===== config.mk =====
export PLATFORM = sky130hd
export DESIGN_NAME = aiga_ctrl
export DESIGN_NICKNAME = d
export VERILOG_FILES = /design/src/hw/rtl/activator_inhibitor_grid_automaton_macros.svh /design/src/hw/rtl/aiga_pkg.sv /design/src/hw/rtl/aiga_ctrl.sv
export SDC_FILE = /design/constraint.sdc
export NUM_CORES = 1
export LEC_CHECK = 0
export ABC_AREA = 1
export CELL_PAD_IN_SITES_DETAIL_PLACEMENT = 0
export CELL_PAD_IN_SITES_GLOBAL_PLACEMENT = 1
export CORE_AREA = 5 5 42 44
export CTS_BUF_LIST = sky130_fd_sc_hd__clkbuf_4 sky130_fd_sc_hd__clkbuf_8 sky130_fd_sc_hd__clkbuf_16
export DETAILED_ROUTE_END_ITERATION = 7
export DIE_AREA = 0 0 47 49
export DONT_BUFFER_PORTS = 1
export GPL_TIMING_DRIVEN = 0
export PLACE_DENSITY_LB_ADDON = 0.1
export SLEW_MARGIN = 20
export SYNTH_ARGS = -nofsm -noshare
export SYNTH_HDL_FRONTEND = slang
export SYNTH_SLANG_ARGS = --single-unit

===== constraint.sdc =====
create_clock -name clk -period 1.2 [get_ports clk]
set_input_delay 0.06 -clock clk [delete_from_list [all_inputs] [get_ports clk]]
set_output_delay 0.06 -clock clk [all_outputs]
set_load 0.01 [all_outputs]

===== src/hw/rtl/activator_inhibitor_grid_automaton_macros.svh =====
// Assertion macros for the activator-inhibitor grid automaton.
`ifndef ACTIVATOR_INHIBITOR_GRID_AUTOMATON_MACROS_SVH
`define ACTIVATOR_INHIBITOR_GRID_AUTOMATON_MACROS_SVH

// same-cycle implication
`define AIGA_ASSERT_NOW(label, clk, rst, ante, cons, msg) \
  label: assert property (@(posedge clk) disable iff (rst) (ante) |-> (cons)) \
    else $error(msg);

// next-cycle implication
`define AIGA_ASSERT_NXT(label, clk, rst, ante, cons, msg) \
  label: assert property (@(posedge clk) disable iff (rst) (ante) |=> (cons)) \
    else $error(msg);

`endif


===== src/hw/rtl/aiga_pkg.sv =====
// Package: sizes, request codes, controller states and command/status structs.
`timescale 1ns / 1ps
`default_nettype none
package aiga_pkg;
  localparam int GRID_SIZE = 128;
  localparam int ADDR_W    = $clog2(GRID_SIZE);
  localparam int WIN_W     = GRID_SIZE + 4;
  localparam int SW_W      = $clog2(WIN_W);
  localparam int LD_W      = $clog2(GRID_SIZE + 3);
  localparam int CLR_W     = ADDR_W + 1;

  localparam logic [7:0] WEIGHT_RESET = 8'd32;

  localparam logic [1:0] MODE_WRITE = 2'd0;
  localparam logic [1:0] MODE_STEP  = 2'd1;
  localparam logic [1:0] MODE_READ  = 2'd2;

  typedef enum logic [3:0] {
    ST_CLEAR,
    ST_IDLE,
    ST_CELL_RD,
    ST_CELL_WR,
    ST_LOAD_RD,
    ST_LOAD_SH,
    ST_SWEEP,
    ST_ROW_WR,
    ST_FINISH
  } state_t;

  typedef struct packed {
    logic capture;
    logic win_clear;
    logic clr_wr;
    logic rd_cell;
    logic wr_cell;
    logic rd_load;
    logic win_shift;
    logic sweep;
    logic wr_gen;
    logic flip;
    logic post;
  } cmd_t;

  typedef struct packed {
    logic       clr_last;
    logic       load_more;
    logic       sweep_last;
    logic       gen_last;
    logic       out_free;
    logic [1:0] req_mode;
  } stat_t;
endpackage
`default_nettype wire


===== src/hw/rtl/aiga_ctrl.sv =====
// Controller: sequences clear pass, cell access and generation sweep.
`timescale 1ns / 1ps
`default_nettype none
module aiga_ctrl (
  input  logic           clk,
  input  logic           rst,
  input  logic           in_valid,
  input  logic [1:0]     mode,
  output logic           in_stall,
  input  aiga_pkg::stat_t st,
  output aiga_pkg::cmd_t  cmd
);
  import aiga_pkg::*;

  state_t state, state_next;

  always_ff @(posedge clk) begin
    if (rst) begin
      state <= ST_CLEAR;
    end else begin
      state <= state_next;
    end
  end

  always_comb begin
    state_next = state;
    unique case (state)
      ST_CLEAR:   if (st.clr_last) state_next = ST_IDLE;
      ST_IDLE: begin
        if (in_valid) begin
          if (mode == MODE_WRITE || mode == MODE_READ) state_next = ST_CELL_RD;
          else if (mode == MODE_STEP) state_next = ST_LOAD_RD;
          else state_next = ST_FINISH;
        end
      end
      ST_CELL_RD: state_next = (st.req_mode == MODE_WRITE) ? ST_CELL_WR : ST_FINISH;
      ST_CELL_WR: state_next = ST_FINISH;
      ST_LOAD_RD: state_next = ST_LOAD_SH;
      ST_LOAD_SH: state_next = st.load_more ? ST_LOAD_RD : ST_SWEEP;
      ST_SWEEP:   if (st.sweep_last) state_next = ST_ROW_WR;
      ST_ROW_WR:  state_next = st.gen_last ? ST_FINISH : ST_LOAD_RD;
      ST_FINISH:  if (st.out_free) state_next = ST_IDLE;
      default:    state_next = ST_IDLE;
    endcase
  end

  always_comb begin
    cmd      = '0;
    in_stall = 1'b1;
    unique case (state)
      ST_CLEAR:   cmd.clr_wr = 1'b1;
      ST_IDLE: begin
        in_stall      = 1'b0;
        cmd.capture   = in_valid;
        cmd.win_clear = in_valid && (mode == MODE_STEP);
      end
      ST_CELL_RD: cmd.rd_cell = 1'b1;
      ST_CELL_WR: cmd.wr_cell = 1'b1;
      ST_LOAD_RD: cmd.rd_load = 1'b1;
      ST_LOAD_SH: cmd.win_shift = 1'b1;
      ST_SWEEP:   cmd.sweep = 1'b1;
      ST_ROW_WR: begin
        cmd.wr_gen = 1'b1;
        cmd.flip   = st.gen_last;
      end
      ST_FINISH:  cmd.post = st.out_free;
      default:    cmd = '0;
    endcase
  end
endmodule
`default_nettype wire


==> results.cfg <==
[drt]
firstDrtPassIters = 2
post_drt_wl_per_cell_um = 12.89
postRouteAntennaNets = 0
vias = 485
dr.first_iter.drc_count = 4
wirelength_um = 1276
viasPerCell = 4.899
drc = 0

[floorplan]
die_y_um = 49
chipWidth_um = 47
core_area_um2 = 1401
start_util = 0.2795
rows = 14
die-area_um2 = 2303
ioPinCount = 24

[cts]
root_buffer = clkbuf_4
clkTransAtPathRegs_ns = 0.04
cts_tree = built
insertion_delay_ns = 0.24
htreeDepth = 1
clock-sinks = 4
clk_path_buf_depth = 2
cts_buffers = 3

[layout]
design_area_um2 = 673.1
final_cell_mix = inv_1, nand2_1, nor2_4, buf_4, nand3_1
mostFrequentLayoutCell = inv_1
syn2layout_area_growth_pct = 71.88
drive_gt1_frac = 0.5301
reg.largest.list = state: 4 flops
final_nets = 97
largest_reg_flops = 4
regMostFlops = state
antennaDiodeCount = 0
nFillCells = 149
final_cells = 99

[yosys]
yosysTopAreaCell = dfxtp_1
synthCells = 71
yosys-top-cells-area = dfxtp_1, inv_1, nand2_1, nand3_1, nor2_2
synthesis.area_um2 = 391.6
ys_types = 17
ys_seq_elements = 4
ys_warn_count = 0
yosysTopAreaCellShare = 0.2045
synth_seq_area_share = 0.2045
synth.avg_cell_area_um2 = 5.516
synth_nets = 83

[sta]
skew_ns = 0.0002016
setup_violations = 0
worstMarginPinSlew_ns = 0.2720
min_period_over_period = 0.9972
max_freq_ghz = 0.8357
rsz0062_at_grt = yes
min_period_ns = 1.197
final_max_slew_viol_count = 0
relSlewSlack = 0.8173
timing_hold_violations_final = 0

[grt]
antenna_found_initial = 0
grtUsageMet2 = 0.1742
grt_usage = 0.1091
grt.busiest_layer = met2
grt_pass1_wl_um = 1828
grt_max_degree = 9
use_met3 = 0.04059
grt_pass1_vias = 449
grtUsageMet1 = 0.1272
grt_overflow_total = 0

[placement]
io_buffers = 0
hpwl_um = 925.4
placed_area_um2 = 411.6
placedCellCount = 87
place.gp.congestion = 0.7119

[critical_path]
max_stage_delay_ns = 0.36
r2r_slack_ns = 0.03
rr_startpoint = state[0]$_SDFFE_PP0P_
cp_max_fo = 7
path_cells = nor2_4, buf_12, nand2_4, nor3_4
crit_family = simple AND/OR/NAND/NOR gates
crit_buf_inv = 1
rr_worst_depth = 9
r2r_end = state[1]$_SDFFE_PP0P_
critPathLaunchType = flop
end_kind = output pin
critPathKind = flop to output pin
required_ns = 1.14
critical_path.slowest_cell = dfxtp_4
cp.arrival_ns = 1.14

[worst_hold_path]
hold_path.class = input port to flop
worst_hold_startpoint = st[2]
min_to = state[3]$_SDFFE_PP0P_
whs_path_depth = 3

[pwr]
ir_drop_v = 0.0004364
power.density_nw_per_um2 = 1193
p_leak_nw = 0.3040

[flow_run]
drv_cap = 0

[outcome]
status = completed
==> how the worst max path moves through the flow <==
stage / end / slack (ns) / start / cells after the start
global placement: state[2]$_SDFFE_PP0P_ / -0.07 / state[0]$_SDFFE_PP0P_ / 6
finish: cmd[9] / 0.003 / state[2]$_SDFFE_PP0P_ / 4
floorplan: state[1]$_SDFFE_PP0P_ / 0.14 / state[2]$_SDFFE_PP0P_ / 7
detailed placement: state[2]$_SDFFE_PP0P_ / -0.04 / state[0]$_SDFFE_PP0P_ / 6
global route: state[1]$_SDFFE_PP0P_ / -0.07 / state[0]$_SDFFE_PP0P_ / 9
CTS: cmd[4] / -0.07 / state[2]$_SDFFE_PP0P_ / 4
==> metrics by stage <==
| step | util | setup WS, ns | TNS, ns | power, mW | hold slack (ns) |
|---|---|---|---|---|---|
| 3_5_place_dp | 0.2938 | -0.03533 | -0.1420 | 0.4097 | 0.1325 |
| 4_1_cts | 0.3839 | -0.06711 | -0.4318 | 0.6761 | 0.07154 |
| 2_1_floorplan | - | 0.1409 | 0 | 0.3637 | 0.1291 |
| 3_3_place_gp | 0.2938 | -0.07233 | -0.2988 | 0.4145 | 0.1334 |
| 6_report | 0.4804 | 0.003408 | 0 | 0.8033 | 0.06408 |
| 5_1_grt | 0.4804 | -0.07081 | -0.2476 | 0.8622 | 0.1132 |
==> power by group <==
part	internal, mW	leakage [nW]	switching [mW]	total, mW
clock network	0.112	0.0138	0.0606	0.173
registers	0.154	0.0355	0.0364	0.190
logic	0.180	0.255	0.260	0.440
==> cells in the mapped netlist, drive strengths merged <==
cell type  number
inv            16
nand2          13
nor2           13
nand3           7
a21oi           5
dfxtp           4
nor3            4
nand3b          3
o21ai           2
nand4           1
nor4            1
o211ai          1
or2             1
==> layout make-up <==
| cell class | count | area (µm²) | area share |
|---|---|---|---|
| clock buffers | 3 | 22.52 | 0.03346 |
| inverters | 16 | 65.06 | 0.09665 |
| multi-input cells | 51 | 384.1 | 0.5706 |
| flip-flops and latches | 4 | 95.09 | 0.1413 |
| well taps | 16 | 20.02 | 0.02974 |
| repair buffers | 9 | 86.33 | 0.1283 |
==> routing by layer <==
metal	part of all wire	routed length [µm]	vias up
met3	0.085	108	2
met2	0.50	640	21
met4	0.010	13	0
li1	-	-	250
met1	0.40	513	212
met5	0	0	-
==> kinds of logic after synthesis <==
family	synth area share
and+or+nand+nor	0.5336
buffers and inverters	0.1533
AOI/OAI and AO/OA	0.1086
DFF	0.2045
==> worst reg2reg max path, cell delays in order (launching register included) <==
cell     delay, ns
dfxtp_4       0.38
inv_4         0.06
nor2_4        0.16
buf_4         0.14
nand3_1       0.06
nand2_1       0.06
inv_1         0.04
nand2_1       0.06
nand2_1       0.06
a21oi_2       0.10
==> what timing repair did <==
action | CTS | global route
setup buffers | 2 | 6
resized for setup | 21 | 24
endpoints found under the setup margin | 15 | 15
hold buffers | 1 | 0
hold endpoints to repair | 4 | 0
gates cloned | 0 | 0
pin swaps | 1 | 7
No activity file was read; power rests on OpenSTA's default activity.
